**config.mk**
```make
export PLATFORM = sky130hd
export DESIGN_NAME = sorted_key_table
export DESIGN_NICKNAME = d
export VERILOG_FILES = /design/src/rtl/skt_pkg.sv /design/src/rtl/sorted_key_table.sv /design/src/rtl/skt_dp.sv /design/src/rtl/skt_ctrl.sv
export SDC_FILE = /design/constraint.sdc
export NUM_CORES = 1
export LEC_CHECK = 0
export ABC_CLOCK_PERIOD_IN_PS = 16800
export BUFFER_PORTS_ARGS = -buffer_cell sky130_fd_sc_hd__buf_2
export CORE_MARGIN = 2
export CORE_UTILIZATION = 60
export CTS_BUF_LIST = sky130_fd_sc_hd__clkbuf_8
export DETAILED_ROUTE_END_ITERATION = 10
export PLACE_DENSITY = 0.76
export SLEW_MARGIN = 10
export SYNTH_ARGS = -nofsm -noshare
export SYNTH_HDL_FRONTEND = slang
export SYNTH_SLANG_ARGS = --single-unit
export TNS_END_PERCENT = 1
```
**constraint.sdc**
```tcl
create_clock -name clk -period 16.8 [get_ports clk]
set_clock_uncertainty 0.1 [all_clocks]
set_input_delay 5.04 -clock clk [delete_from_list [all_inputs] [get_ports clk]]
set_output_delay 5.04 -clock clk [all_outputs]
set_load 0.02 [all_outputs]
```
**src/rtl/skt_pkg.sv**
```systemverilog
// Shared types and constants for the sorted key table.
package skt_pkg;

  localparam int CAPACITY_DEF  = 64;
  localparam int KEY_WIDTH_DEF = 16;
  localparam int KEY_IN_W      = 16;
  localparam int REQ_W         = 2;
  localparam int COUNT_W       = 7;
  localparam int STATUS_W      = 2;

  typedef enum logic [REQ_W-1:0] {
    REQ_INSERT = 2'd0,
    REQ_DELETE = 2'd1,
    REQ_SEARCH = 2'd2,
    REQ_CLEAR  = 2'd3
  } req_t;

  typedef enum logic [STATUS_W-1:0] {
    ST_DONE      = 2'd0,
    ST_NOT_FOUND = 2'd1,
    ST_FULL      = 2'd2
  } status_t;

  // Commands from the controller to the datapath.
  typedef enum logic [3:0] {
    DP_NOP,
    DP_LOAD_INS,
    DP_LOAD_DEL,
    DP_LOAD_SRCH,
    DP_INS_SHIFT,
    DP_INS_PUT,
    DP_DEL_STEP,
    DP_DEL_LAST,
    DP_SRCH_MID,
    DP_SRCH_LO,
    DP_SRCH_HI,
    DP_CLEAR
  } dp_op_t;

  // Status from the datapath back to the controller.
  typedef struct packed {
    logic count_zero;
    logic full;
    logic gt;
    logic eq;
    logic ptr_one;
    logic ptr_last;
    logic range_empty;
    logic del_hit;
  } dp_stat_t;

endpackage

```
**src/rtl/sorted_key_table.sv**
```systemverilog
// Top level of the sorted key table: ordered key store with insert, delete, search, clear.
//
// The table keeps up to CAPACITY keys in ascending order in a single-port-write,
// single-port-read memory. A request word (req_type, key) is taken at a rising
// edge where start is high and busy is low; exactly one result word follows,
// shown on found, count, full_res and status for one cycle while done is high.
// The receiver cannot stall: a result is gone after its one cycle. The block
// works on one request at a time. Clear, an insert into a full table and a
// delete from an empty table are answered without a walk; an insert starts
// at the top entry and shifts each larger key up one place before the new
// key is written; a delete scans from the bottom and slides later entries
// down one place; a search halves the range with a registered memory read
// and a compare per step, until the key is found or the range is empty.
// Equal keys are kept in arrival order: an insert goes after existing equals,
// and a delete removes the first equal entry. count is the number of keys
// after the request, and it is valid in the done cycle. A new request may be
// started in the same cycle that done is high.
module sorted_key_table import skt_pkg::*; #(
  parameter int CAPACITY  = CAPACITY_DEF,
  parameter int KEY_WIDTH = KEY_WIDTH_DEF
) (
  input  logic                clk,
  input  logic                rst,
  input  logic                start,
  input  logic [REQ_W-1:0]    req_type,
  input  logic [KEY_IN_W-1:0] key,
  output logic                busy,
  output logic                done,
  output logic                found,
  output logic [COUNT_W-1:0]  count,
  output logic                full_res,
  output logic [STATUS_W-1:0] status
);

  localparam int CNT_W = $clog2(CAPACITY + 1);

  dp_op_t           op;
  dp_stat_t         stat;
  status_t          status_r;
  logic [CNT_W-1:0] cnt;
  logic [CNT_W+COUNT_W-1:0] cnt_ext;

  skt_ctrl u_ctrl (
    .clk      (clk),
    .rst      (rst),
    .start    (start),
    .req_type (req_type),
    .stat     (stat),
    .op       (op),
    .busy     (busy),
    .done     (done),
    .found    (found),
    .status   (status_r)
  );

  skt_dp #(
    .CAPACITY  (CAPACITY),
    .KEY_WIDTH (KEY_WIDTH),
    .CNT_W     (CNT_W)
  ) u_dp (
    .clk  (clk),
    .rst  (rst),
    .op   (op),
    .key  (key),
    .stat (stat),
    .cnt  (cnt)
  );

  // The count field is seven bits wide; larger tables report it modulo 128.
  assign cnt_ext  = {{COUNT_W{1'b0}}, cnt};
  assign count    = cnt_ext[COUNT_W-1:0];
  assign full_res = stat.full;
  assign status   = status_r;

  // A rejected insert can only happen when the table is full.
  a_full_reject: assert property (@(posedge clk) disable iff (rst)
    (done && status == ST_FULL) |-> (full_res && !found))
    else $error("insert rejected while table not full");

  // A failed delete never reports the key as found.
  a_not_found: assert property (@(posedge clk) disable iff (rst)
    (done && status == ST_NOT_FOUND) |-> !found)
    else $error("delete miss reported found");

  // After acceptance the block either answers at once or reports busy.
  a_accept: assert property (@(posedge clk) disable iff (rst)
    (start && !busy) |=> (done || busy))
    else $error("request accepted but neither answered nor busy");

endmodule

```
**src/rtl/skt_dp.sv**
```systemverilog
// Datapath of the sorted key table: key memory, pointers, count and compares.
module skt_dp import skt_pkg::*; #(
  parameter int CAPACITY  = CAPACITY_DEF,
  parameter int KEY_WIDTH = KEY_WIDTH_DEF,
  parameter int CNT_W     = $clog2(CAPACITY + 1)
) (
  input  logic                clk,
  input  logic                rst,
  input  dp_op_t              op,
  input  logic [KEY_IN_W-1:0] key,
  output dp_stat_t            stat,
  output logic [CNT_W-1:0]    cnt
);

  localparam int ADDR_W = $clog2(CAPACITY);

  logic [KEY_WIDTH-1:0] mem [CAPACITY];
  logic [KEY_WIDTH-1:0] rd_data;
  logic [ADDR_W-1:0]    rd_addr;
  logic [ADDR_W-1:0]    wr_addr;
  logic [KEY_WIDTH-1:0] wr_data;
  logic                 wr_en;

  logic [KEY_WIDTH-1:0] key_r, key_r_next;
  logic [CNT_W-1:0]     cnt_next;
  logic [CNT_W-1:0]     ptr, ptr_next;
  logic [CNT_W-1:0]     lo, lo_next;
  logic [CNT_W-1:0]     hi, hi_next;
  logic [CNT_W-1:0]     mid, mid_next;
  logic                 hit, hit_next;

  logic [KEY_WIDTH+KEY_IN_W-1:0] key_ext;
  logic [CNT_W-1:0]     ptr_m1, ptr_m2, ptr_p1, cnt_m1, mid_calc;

  assign key_ext  = {{KEY_WIDTH{1'b0}}, key};
  assign ptr_m1   = ptr - CNT_W'(1);
  assign ptr_m2   = ptr - CNT_W'(2);
  assign ptr_p1   = ptr + CNT_W'(1);
  assign cnt_m1   = cnt - CNT_W'(1);
  assign mid_calc = lo + ((hi - lo) >> 1);

  assign stat.count_zero  = (cnt == '0);
  assign stat.full        = (cnt == CNT_W'(CAPACITY));
  assign stat.gt          = (rd_data > key_r);
  assign stat.eq          = (rd_data == key_r);
  assign stat.ptr_one     = (ptr == CNT_W'(1));
  assign stat.ptr_last    = (ptr_p1 == cnt);
  assign stat.range_empty = (lo >= hi);
  assign stat.del_hit     = hit | (rd_data == key_r);

  always_comb begin
    key_r_next = key_r;
    cnt_next   = cnt;
    ptr_next   = ptr;
    lo_next    = lo;
    hi_next    = hi;
    mid_next   = mid;
    hit_next   = hit;
    rd_addr    = '0;
    wr_addr    = ptr[ADDR_W-1:0];
    wr_data    = rd_data;
    wr_en      = 1'b0;
    case (op)
      DP_LOAD_INS: begin
        key_r_next = key_ext[KEY_WIDTH-1:0];
        ptr_next   = cnt;
        rd_addr    = cnt_m1[ADDR_W-1:0];
      end
      DP_LOAD_DEL: begin
        key_r_next = key_ext[KEY_WIDTH-1:0];
        ptr_next   = '0;
        hit_next   = 1'b0;
        rd_addr    = '0;
      end
      DP_LOAD_SRCH: begin
        key_r_next = key_ext[KEY_WIDTH-1:0];
        lo_next    = '0;
        hi_next    = cnt;
      end
      DP_INS_SHIFT: begin
        // Move the larger entry up one place and fetch the one below it.
        wr_en    = 1'b1;
        wr_addr  = ptr[ADDR_W-1:0];
        wr_data  = rd_data;
        ptr_next = ptr_m1;
        rd_addr  = ptr_m2[ADDR_W-1:0];
      end
      DP_INS_PUT: begin
        wr_en    = 1'b1;
        wr_addr  = ptr[ADDR_W-1:0];
        wr_data  = key_r;
        cnt_next = cnt + CNT_W'(1);
      end
      DP_DEL_STEP: begin
        // Once the victim is found, every later entry slides down one place.
        wr_en    = hit;
        wr_addr  = ptr_m1[ADDR_W-1:0];
        hit_next = stat.del_hit;
        ptr_next = ptr_p1;
        rd_addr  = ptr_p1[ADDR_W-1:0];
      end
      DP_DEL_LAST: begin
        wr_en    = hit;
        wr_addr  = ptr_m1[ADDR_W-1:0];
        if (stat.del_hit) begin
          cnt_next = cnt_m1;
        end
      end
      DP_SRCH_MID: begin
        mid_next = mid_calc;
        rd_addr  = mid_calc[ADDR_W-1:0];
      end
      DP_SRCH_LO: begin
        lo_next = mid + CNT_W'(1);
      end
      DP_SRCH_HI: begin
        hi_next = mid;
      end
      DP_CLEAR: begin
        cnt_next = '0;
      end
      default: begin
      end
    endcase
  end

  always_ff @(posedge clk) begin
    if (wr_en) begin
      mem[wr_addr] <= wr_data;
    end
    rd_data <= mem[rd_addr];
  end

  always_ff @(posedge clk) begin
    if (rst) begin
      cnt <= '0;
    end else begin
      cnt <= cnt_next;
    end
    key_r <= key_r_next;
    ptr   <= ptr_next;
    lo    <= lo_next;
    hi    <= hi_next;
    mid   <= mid_next;
    hit   <= hit_next;
  end

endmodule

```
**src/rtl/skt_ctrl.sv**
```systemverilog
// Controller of the sorted key table: request sequencing and result strobe.
module skt_ctrl import skt_pkg::*; (
  input  logic             clk,
  input  logic             rst,
  input  logic             start,
  input  logic [REQ_W-1:0] req_type,
  input  dp_stat_t         stat,
  output dp_op_t           op,
  output logic             busy,
  output logic             done,
  output logic             found,
  output status_t          status
);

  typedef enum logic [2:0] {
    S_IDLE,
    S_INS_WALK,
    S_INS_PUT,
    S_DEL_WALK,
    S_SRCH_RD,
    S_SRCH_CMP
  } state_t;

  state_t  state, state_next;
  logic    done_next, found_next;
  status_t status_next;

  always_comb begin
    state_next  = state;
    op          = DP_NOP;
    done_next   = 1'b0;
    found_next  = 1'b0;
    status_next = ST_DONE;
    case (state)
      S_IDLE: begin
        if (start) begin
          case (req_type)
            REQ_INSERT: begin
              if (stat.full) begin
                done_next   = 1'b1;
                status_next = ST_FULL;
              end else begin
                op         = DP_LOAD_INS;
                state_next = stat.count_zero ? S_INS_PUT : S_INS_WALK;
              end
            end
            REQ_DELETE: begin
              if (stat.count_zero) begin
                done_next   = 1'b1;
                status_next = ST_NOT_FOUND;
              end else begin
                op         = DP_LOAD_DEL;
                state_next = S_DEL_WALK;
              end
            end
            REQ_SEARCH: begin
              op         = DP_LOAD_SRCH;
              state_next = S_SRCH_RD;
            end
            REQ_CLEAR: begin
              op        = DP_CLEAR;
              done_next = 1'b1;
            end
            default: begin
            end
          endcase
        end
      end
      S_INS_WALK: begin
        if (stat.gt) begin
          op = DP_INS_SHIFT;
          if (stat.ptr_one) begin
            state_next = S_INS_PUT;
          end
        end else begin
          op         = DP_INS_PUT;
          done_next  = 1'b1;
          state_next = S_IDLE;
        end
      end
      S_INS_PUT: begin
        op         = DP_INS_PUT;
        done_next  = 1'b1;
        state_next = S_IDLE;
      end
      S_DEL_WALK: begin
        if (stat.ptr_last) begin
          op          = DP_DEL_LAST;
          done_next   = 1'b1;
          found_next  = stat.del_hit;
          status_next = stat.del_hit ? ST_DONE : ST_NOT_FOUND;
          state_next  = S_IDLE;
        end else begin
          op = DP_DEL_STEP;
        end
      end
      S_SRCH_RD: begin
        if (stat.range_empty) begin
          done_next  = 1'b1;
          state_next = S_IDLE;
        end else begin
          op         = DP_SRCH_MID;
          state_next = S_SRCH_CMP;
        end
      end
      S_SRCH_CMP: begin
        if (stat.eq) begin
          done_next  = 1'b1;
          found_next = 1'b1;
          state_next = S_IDLE;
        end else if (stat.gt) begin
          op         = DP_SRCH_HI;
          state_next = S_SRCH_RD;
        end else begin
          op         = DP_SRCH_LO;
          state_next = S_SRCH_RD;
        end
      end
      default: begin
        state_next = S_IDLE;
      end
    endcase
  end

  always_ff @(posedge clk) begin
    if (rst) begin
      state <= S_IDLE;
      busy  <= 1'b0;
      done  <= 1'b0;
    end else begin
      state <= state_next;
      busy  <= (state_next != S_IDLE);
      done  <= done_next;
    end
    found  <= found_next;
    status <= status_next;
  end

endmodule
```
==> results.yml, run 1 <==
grt:
  overflow: 0
  antenna_found_initial: 7
  grt_usage_pct: 32.5
  grt_max_degree: 230
  grt_pass1_wl_mm: 187
  grt_pass1_vias: 29500
timing:
  clock.fmax_mhz: 96.8
  finalSetupViolCount: 0
  min_period_ns: 10.33
  rsz0062_at_grt: "false"
  tns_ns: 0
  slew_violations: 0
  finalCritPeriodShare_pct: 61.5
  worst_pin_slew_ns: 1.40
  hold_violations: 0
  slew_headroom_pct: 6.61
clock_network:
  cts_setup_buffers: 0
  clkLatencyLatePin_ns: 0.83
  hold_buffers: 0
  cts_buffers: 172
  root_buffer: "clkbuf_8"
  cts_resized: 0
  h-tree-depth: 4
  cts_sinks: 1100
  cts_tree: "built"
  clkTransAtPathRegs_ns: 0.07
  clockBufferDepth: 3
synth:
  synth_edf_count: 1069
  async_flop_share_pct: 0
  netlist_area_um2: 46100
  ys_warn_count: 0
  syn-num-nets: 3499
  synth_cells: 3438
  avgSynthCellArea_um2: 13.4
  ys_ff_latch: 1100
  yosys_most_used_dff: "edfxtp_1"
  ys_seq_area_share_pct: 71.0
  synth.distinct_cells: 79
detailed_routing:
  dr.pass1.iters: 6
  drt_wl_total_mm: 128
  dr.first_iter.drc_count: 4764
  drc_errors: 0
  vias_per_cell: 6.58
  final_antenna_net_count: 0
  via_count: 30800
  wl_per_cell_um: 27.4
placed_design:
  dp_hpwl_mm: 73.7
  finalWeightedCongestion: 0.928
  place_area_um2: 47400
  port_buffers: 33
critical_path:
  end_kind: "flip-flop"
  required_ns: 17.41
  critPathKind: "input pin to flip-flop"
  start_kind: "input pin"
  cp_max_fo: 98
  cp.arrival_ns: 10.94
power:
  p_seq_share_pct: 45.9
  p_int_mw: 5.02
  p_comb_share_pct: 27.0
  power.leakage_nw: 17.6
  power.density_nw_per_um2: 153
  peakVddDrop_v: 0.000120
  power.share.clock_pct: 27.0
  p_sw_share_pct: 35.1
  p_switching_mw: 2.71
final_layout:
  fin_nets: 3578
  syn_to_final_growth_pct: 9.86
  final_area_um2: 50600
  fill_cells: 5198
  drive_above_1_share_pct: 11.2
min_path:
  worstHoldPathType: "flip-flop to flip-flop"
die:
  core_um2: 75900
  die_area_um2: 79000
  start_util_pct: 60.7
  dieHeight_um: 281
  rows: 101
  die_width_um: 281
  ios: 34
flow_run:
  cap_violations: 0
run_status:
  outcome: "finished clean"
==> cell type report <==
cell class / instances / area (µm²) / share of cell area (%)
antenna: 2 / 5.00 / 0.00989
timing repair buffer: 138 / 1000 / 1.98
clock buffer: 180 / 2480 / 4.89
sequential: 1100 / 32700 / 64.6
clock inverter: 132 / 694 / 1.37
multi-input combinational: 2065 / 12300 / 24.3
tap: 1030 / 1290 / 2.55
inverter: 40 / 150 / 0.297
==> synth_stat cells, types with 28 or more instances <==
master,n,area (µm²)
a311oi_1,41,359
a21oi_1,56,280
inv_1,40,150
edfxtp_1,1069,32100
a31oi_1,70,438
a32oi_1,45,394
dfxtp_1,31,621
mux2i_1,118,1180
buf_2,98,490
nand2_1,698,2620
clkbuf_1,76,285
and3_1,105,657
nand3_1,251,1260
o22ai_1,31,194
xnor2_1,28,245
nor2_1,115,432
ha_1,38,475
a211oi_1,121,908
o21ai_0,80,400
==> per-layer routing <==
| layer | share of wire, % | GRT usage [%] | vias up |
|---|---|---|---|
| met1 | 36 | 44.0 | 15100 |
| met3 | 13 | 8.32 | 361 |
| met4 | 4.9 | 15.8 | 2 |
| met2 | 45 | 49.3 | 2205 |
| met5 | 0.010 | 0 | - |
| li1 | - | - | 13200 |
==> worst paths after layout <==
kind	startpoint	endpoint	slack, ns	depth (start not counted)
max	start	u_dp.rd_data[1]	6.47	13
max reg2reg	u_dp.ptr[0]	u_dp.rd_data[1]	9.54	15
min	u_ctrl.state[0]	u_ctrl.found	0.48	1
min reg2reg	u_ctrl.state[0]	u_ctrl.found	0.48	1
==> power groups by stage <==
stage,Clock [mW],Combinational [mW],Sequential [mW]
2_1_floorplan,0,1.26,3.60
3_3_place_gp,0,1.97,3.59
4_1_cts,2.11,2.04,3.54
6_report,2.09,2.09,3.55
3_5_place_dp,0,2.03,3.60
5_1_grt,2.22,2.19,3.55
==> metrics by stage <==
stage / hold slack (ns) / power [mW] / util (%) / cells / worst slack [ns]
floorplan: 0.411 / 4.86 / - / 3438 / 6.85
global placement: 0.473 / 5.56 / 62.5 / 4373 / 5.91
detailed placement: 0.469 / 5.62 / 62.5 / 4373 / 5.77
CTS: 0.470 / 7.68 / 66.6 / 4685 / 6.66
global route: 0.483 / 7.96 / 66.6 / 4686 / 6.14
finish: 0.479 / 7.73 / 66.7 / 4687 / 6.47
==> worst max-delay path, stage by stage <==
cell and delay (ns):
buf_2 0.08, nor4b_1 0.81, o221ai_1 0.35, nand2_1 0.23, o21ai_0 0.18, a32oi_4 0.33, buf_12 0.34, and2_4 0.92
buf_4 0.77, nand3_1 0.14, a32o_1 0.39, a211oi_1 0.57, or4b_1 0.48
==> placed cells by master, fill, tap and decap left out, types with 6 or more instances in the layout <==
cell,count
nor3_1,20
clkinv_2,13
inv_1,97
and2_1,6
edfxtp_1,1069
o21bai_1,9
nor2_2,7
o22ai_1,31
a211oi_1,121
nor2_1,109
o21ai_4,16
clkbuf_8,180
a221oi_1,13
nand4_1,27
nand2b_1,19
a311oi_1,41
nand2_1,697
buf_2,33
mux2i_1,118
nor2b_1,10
clkinv_1,46
xnor2_1,28
o21ai_0,65
buf_4,101
a21oi_1,56
and3_1,104
or4_1,9
dfxtp_1,31
mux2_2,14
a32o_1,7
ha_1,38
nand3_1,250
a22oi_1,7
a31oi_1,70
a211o_1,10
a32oi_1,45
a311o_1,6
xor2_1,9
==> flip-flops by register name, summed over array words and instances, names as in the netlist, 2 cells and up <==
name and flops:
u_ctrl.state 3, u_ctrl.status 2, u_dp.cnt 7, u_dp.hi 7, u_dp.key_r 16, u_dp.lo 7, u_dp.mem 1024, u_dp.mid 7
u_dp.ptr 7, u_dp.rd_data 16
==> cells by family after synthesis <==
group / count (synthesis) / synth area share (%)
AO/OA/AOI/OAI: 552 / 8.49
XOR/XNOR: 38 / 0.752
adder cells (fa/ha/maj): 40 / 1.12
buffers and inverters: 273 / 2.91
flip-flops: 1100 / 71.0
multiplexers: 134 / 3.00
AND/OR/NAND/NOR: 1301 / 12.7
Power figures use the tool's default switching activity.
==> run 2, diff against run 1 <==
--- a/config.mk
+++ b/config.mk
@@ -5,13 +5,13 @@
 export SDC_FILE = /design/constraint.sdc
 export NUM_CORES = 1
 export LEC_CHECK = 0
-export ABC_CLOCK_PERIOD_IN_PS = 16800
+export ABC_CLOCK_PERIOD_IN_PS = 9500
 export BUFFER_PORTS_ARGS = -buffer_cell sky130_fd_sc_hd__buf_2
 export CORE_MARGIN = 2
-export CORE_UTILIZATION = 60
+export CORE_UTILIZATION = 59
 export CTS_BUF_LIST = sky130_fd_sc_hd__clkbuf_8
 export DETAILED_ROUTE_END_ITERATION = 10
-export PLACE_DENSITY = 0.76
+export PLACE_DENSITY = 0.78
 export SLEW_MARGIN = 10
 export SYNTH_ARGS = -nofsm -noshare
 export SYNTH_HDL_FRONTEND = slang
==> constraint.sdc (replaced) <==
create_clock -name clk -period 9.5 [get_ports clk]
set_clock_uncertainty 0.1 [all_clocks]
set_input_delay 2.85 -clock clk [delete_from_list [all_inputs] [get_ports clk]]
set_output_delay 2.85 -clock clk [all_outputs]
set_load 0.02 [all_outputs]
==> run 2 against run 1 <==
Compared with the run above:
- wire length fell by 1.4%
- global-route usage down 1.3 points
- die area up 1.7%
- critical path depth increased by 1
- worst hold slack better by 0.017 ns
- setup slack got worse by 4.3 ns
- design area rose by 0.23%
- clock-buffer cell count fell by 6
- core utilization down 1.0 points
- non-clock buffer count rose by 28
==> results.yml, run 2 (synthesis results as in run 1) <==
grt:
  overflow: 0
  grt_pass1_vias: 29400
  grt_pass1_wl_mm: 185
  grt_usage_pct: 31.2
  antenna_found_initial: 7
  grt_max_degree: 94
final_layout:
  layout_common_cells: "edfxtp_1 (1069), nand2_1 (697), nand3_1 (250), clkbuf_8 (174), buf_4 (122)"
  top_regs: "u_dp.mem: 1024 flops, u_dp.key_r: 16 flops, u_dp.rd_data: 16 flops"
  layout_commonest_cell: "edfxtp_1"
  largest_reg_flops: 1024
  syn_to_final_growth_pct: 10.1
  drive_above_1_share_pct: 11.6
  top_register: "u_dp.mem"
  fin_util_pct: 65.6
  fin_nets: 3602
  final_area_um2: 50700
  layout.cells.non_filler: 4712
  fill_cells: 5314
timing:
  slew_violations: 0
  hold_ws_ns: 0.496
  clock.fmax_mhz: 137
  hold_violations: 0
  worst_pin_slew_ns: 1.07
  slew_headroom_pct: 28.4
  min_period_ns: 7.33
  finalSetupViolCount: 0
  tns_ns: 0
  setup_ws_ns: 2.17
  finalCritPeriodShare_pct: 77.1
  rsz0062_at_grt: "false"
min_path:
  worstHoldPathType: "flip-flop to flip-flop"
  hp-start: "u_dp.lo[6]"
critical_path:
  required_ns: 10.08
  cp.arrival_ns: 7.91
  timing.critical_path.mode_cell: "buf_12"
  end_kind: "flip-flop"
  max_stage_delay_ns: 0.78
  slowest_stage: "nor4b_1"
  critical_path.top_delay_family: "compound AO/OA/AOI/OAI gates"
  cp_max_fo: 81
  critPathKind: "input pin to flip-flop"
  start_kind: "input pin"
  rr_startpoint: "u_dp.rd_data[7]"
  crit_path_cell_trace: "buf_2 -> nor4b_1 -> o221ai_1 -> nand2_1 -> o21ai_0 -> a32oi_4 -> nand2_8 -> buf_12 -> buf_12 -> a211oi_1 -> a31oi_1 -> a32oi_1 -> o22ai_1 -> or4_1"
  critPathLaunch: "start"
  crit_buf_inv: 3
power:
  power.leakage_nw: 17.7
  power.density_nw_per_um2: 267
  p_total_mw: 13.6
  peakVddDrop_v: 0.000257
clock_network:
  root_buffer: "clkbuf_8"
  cts_tree: "built"
  clockBufferDepth: 3
  h-tree-depth: 4
  hold_buffers: 0
  cts_resized: 0
  cts_buffers: 168
  clkTransAtPathRegs_ns: 0.06
  cts_setup_buffers: 0
  clkLatencyLatePin_ns: 0.84
  cts_sinks: 1100
die:
  core_um2: 77300
  start_util_pct: 59.6
  ios: 34
  rows: 102
  die_width_um: 283
  die_area_um2: 80300
  dieHeight_um: 283
detailed_routing:
  drt_wl_total_mm: 126
  dr.first_iter.drc_count: 5001
  drc_errors: 0
  final_antenna_net_count: 0
  via_count: 30800
  vias_per_cell: 6.54
  wl_per_cell_um: 26.8
  dr.pass1.iters: 9
placed_design:
  dp_hpwl_mm: 74.3
  finalWeightedCongestion: 0.913
  dp.cells: 4411
  port_buffers: 33
  place_area_um2: 47700
  pre_cts_ws_ns: 1.61
run_status:
  outcome: "finished clean"
flow_run:
  cap_violations: 0
==> run 2: cell types whose count changed in the layout (fill, tap and decap cells not counted), moves of 6 or more <==
cell and delta:
buf_12 +7, clkinv_1 -11, clkbuf_8 -6, buf_4 +21
==> run 2: worst reg2reg max path: stages (launching register included) <==
cell	delay [ns]
dfxtp_1	0.61
ha_1	0.36
a21oi_1	0.14
o21ai_0	0.18
a211o_1	0.36
o31ai_1	0.89
nand2_1	0.40
a31oi_1	0.43
o21a_4	0.65
buf_4	0.77
o21ai_0	0.29
a22oi_1	0.58
nand3_1	0.28
a221o_1	0.32
==> run 2: cell type report <==
cell class                      instances  area [µm²]  share of cell area (%)
Clock inverter                        125         589                    1.16
Sequential cell                      1100       32700                    64.5
Timing Repair Buffer                  166        1300                    2.56
Tap cell                             1040        1300                    2.56
Inverter                               40         150                   0.296
Clock buffer                          174        2390                    4.72
Antenna cell                            2        5.00                 0.00986
Multi-Input combinational cell       2065       12300                    24.2
==> run 2: where the power goes <==
group	internal (mW)	leakage, nW	switching [mW]
clock	1.73	1.75	1.81
sequential	6.14	9.93	0.131
combinational	0.940	6.05	2.82
==> run 2: path summary, 6_finish.rpt <==
check / end / slack, ns / cells after the start
setup / recovery: u_dp.rd_data[6] / 2.17 / 14
hold / removal: u_dp.mid[6] / 0.50 / 1
setup reg to reg: u_dp.rd_data[8] / 3.04 / 13
hold reg to reg: u_dp.mid[6] / 0.50 / 1
==> run 2: metal layers <==
metal / vias to the layer above / global-route usage [%] / part of all wire, %
li1: 13300 / - / -
met5: - / 0 / 0.055
met2: 2345 / 45.9 / 44
met3: 394 / 9.26 / 14
met1: 14800 / 41.9 / 36
met4: 10 / 17.2 / 5.8
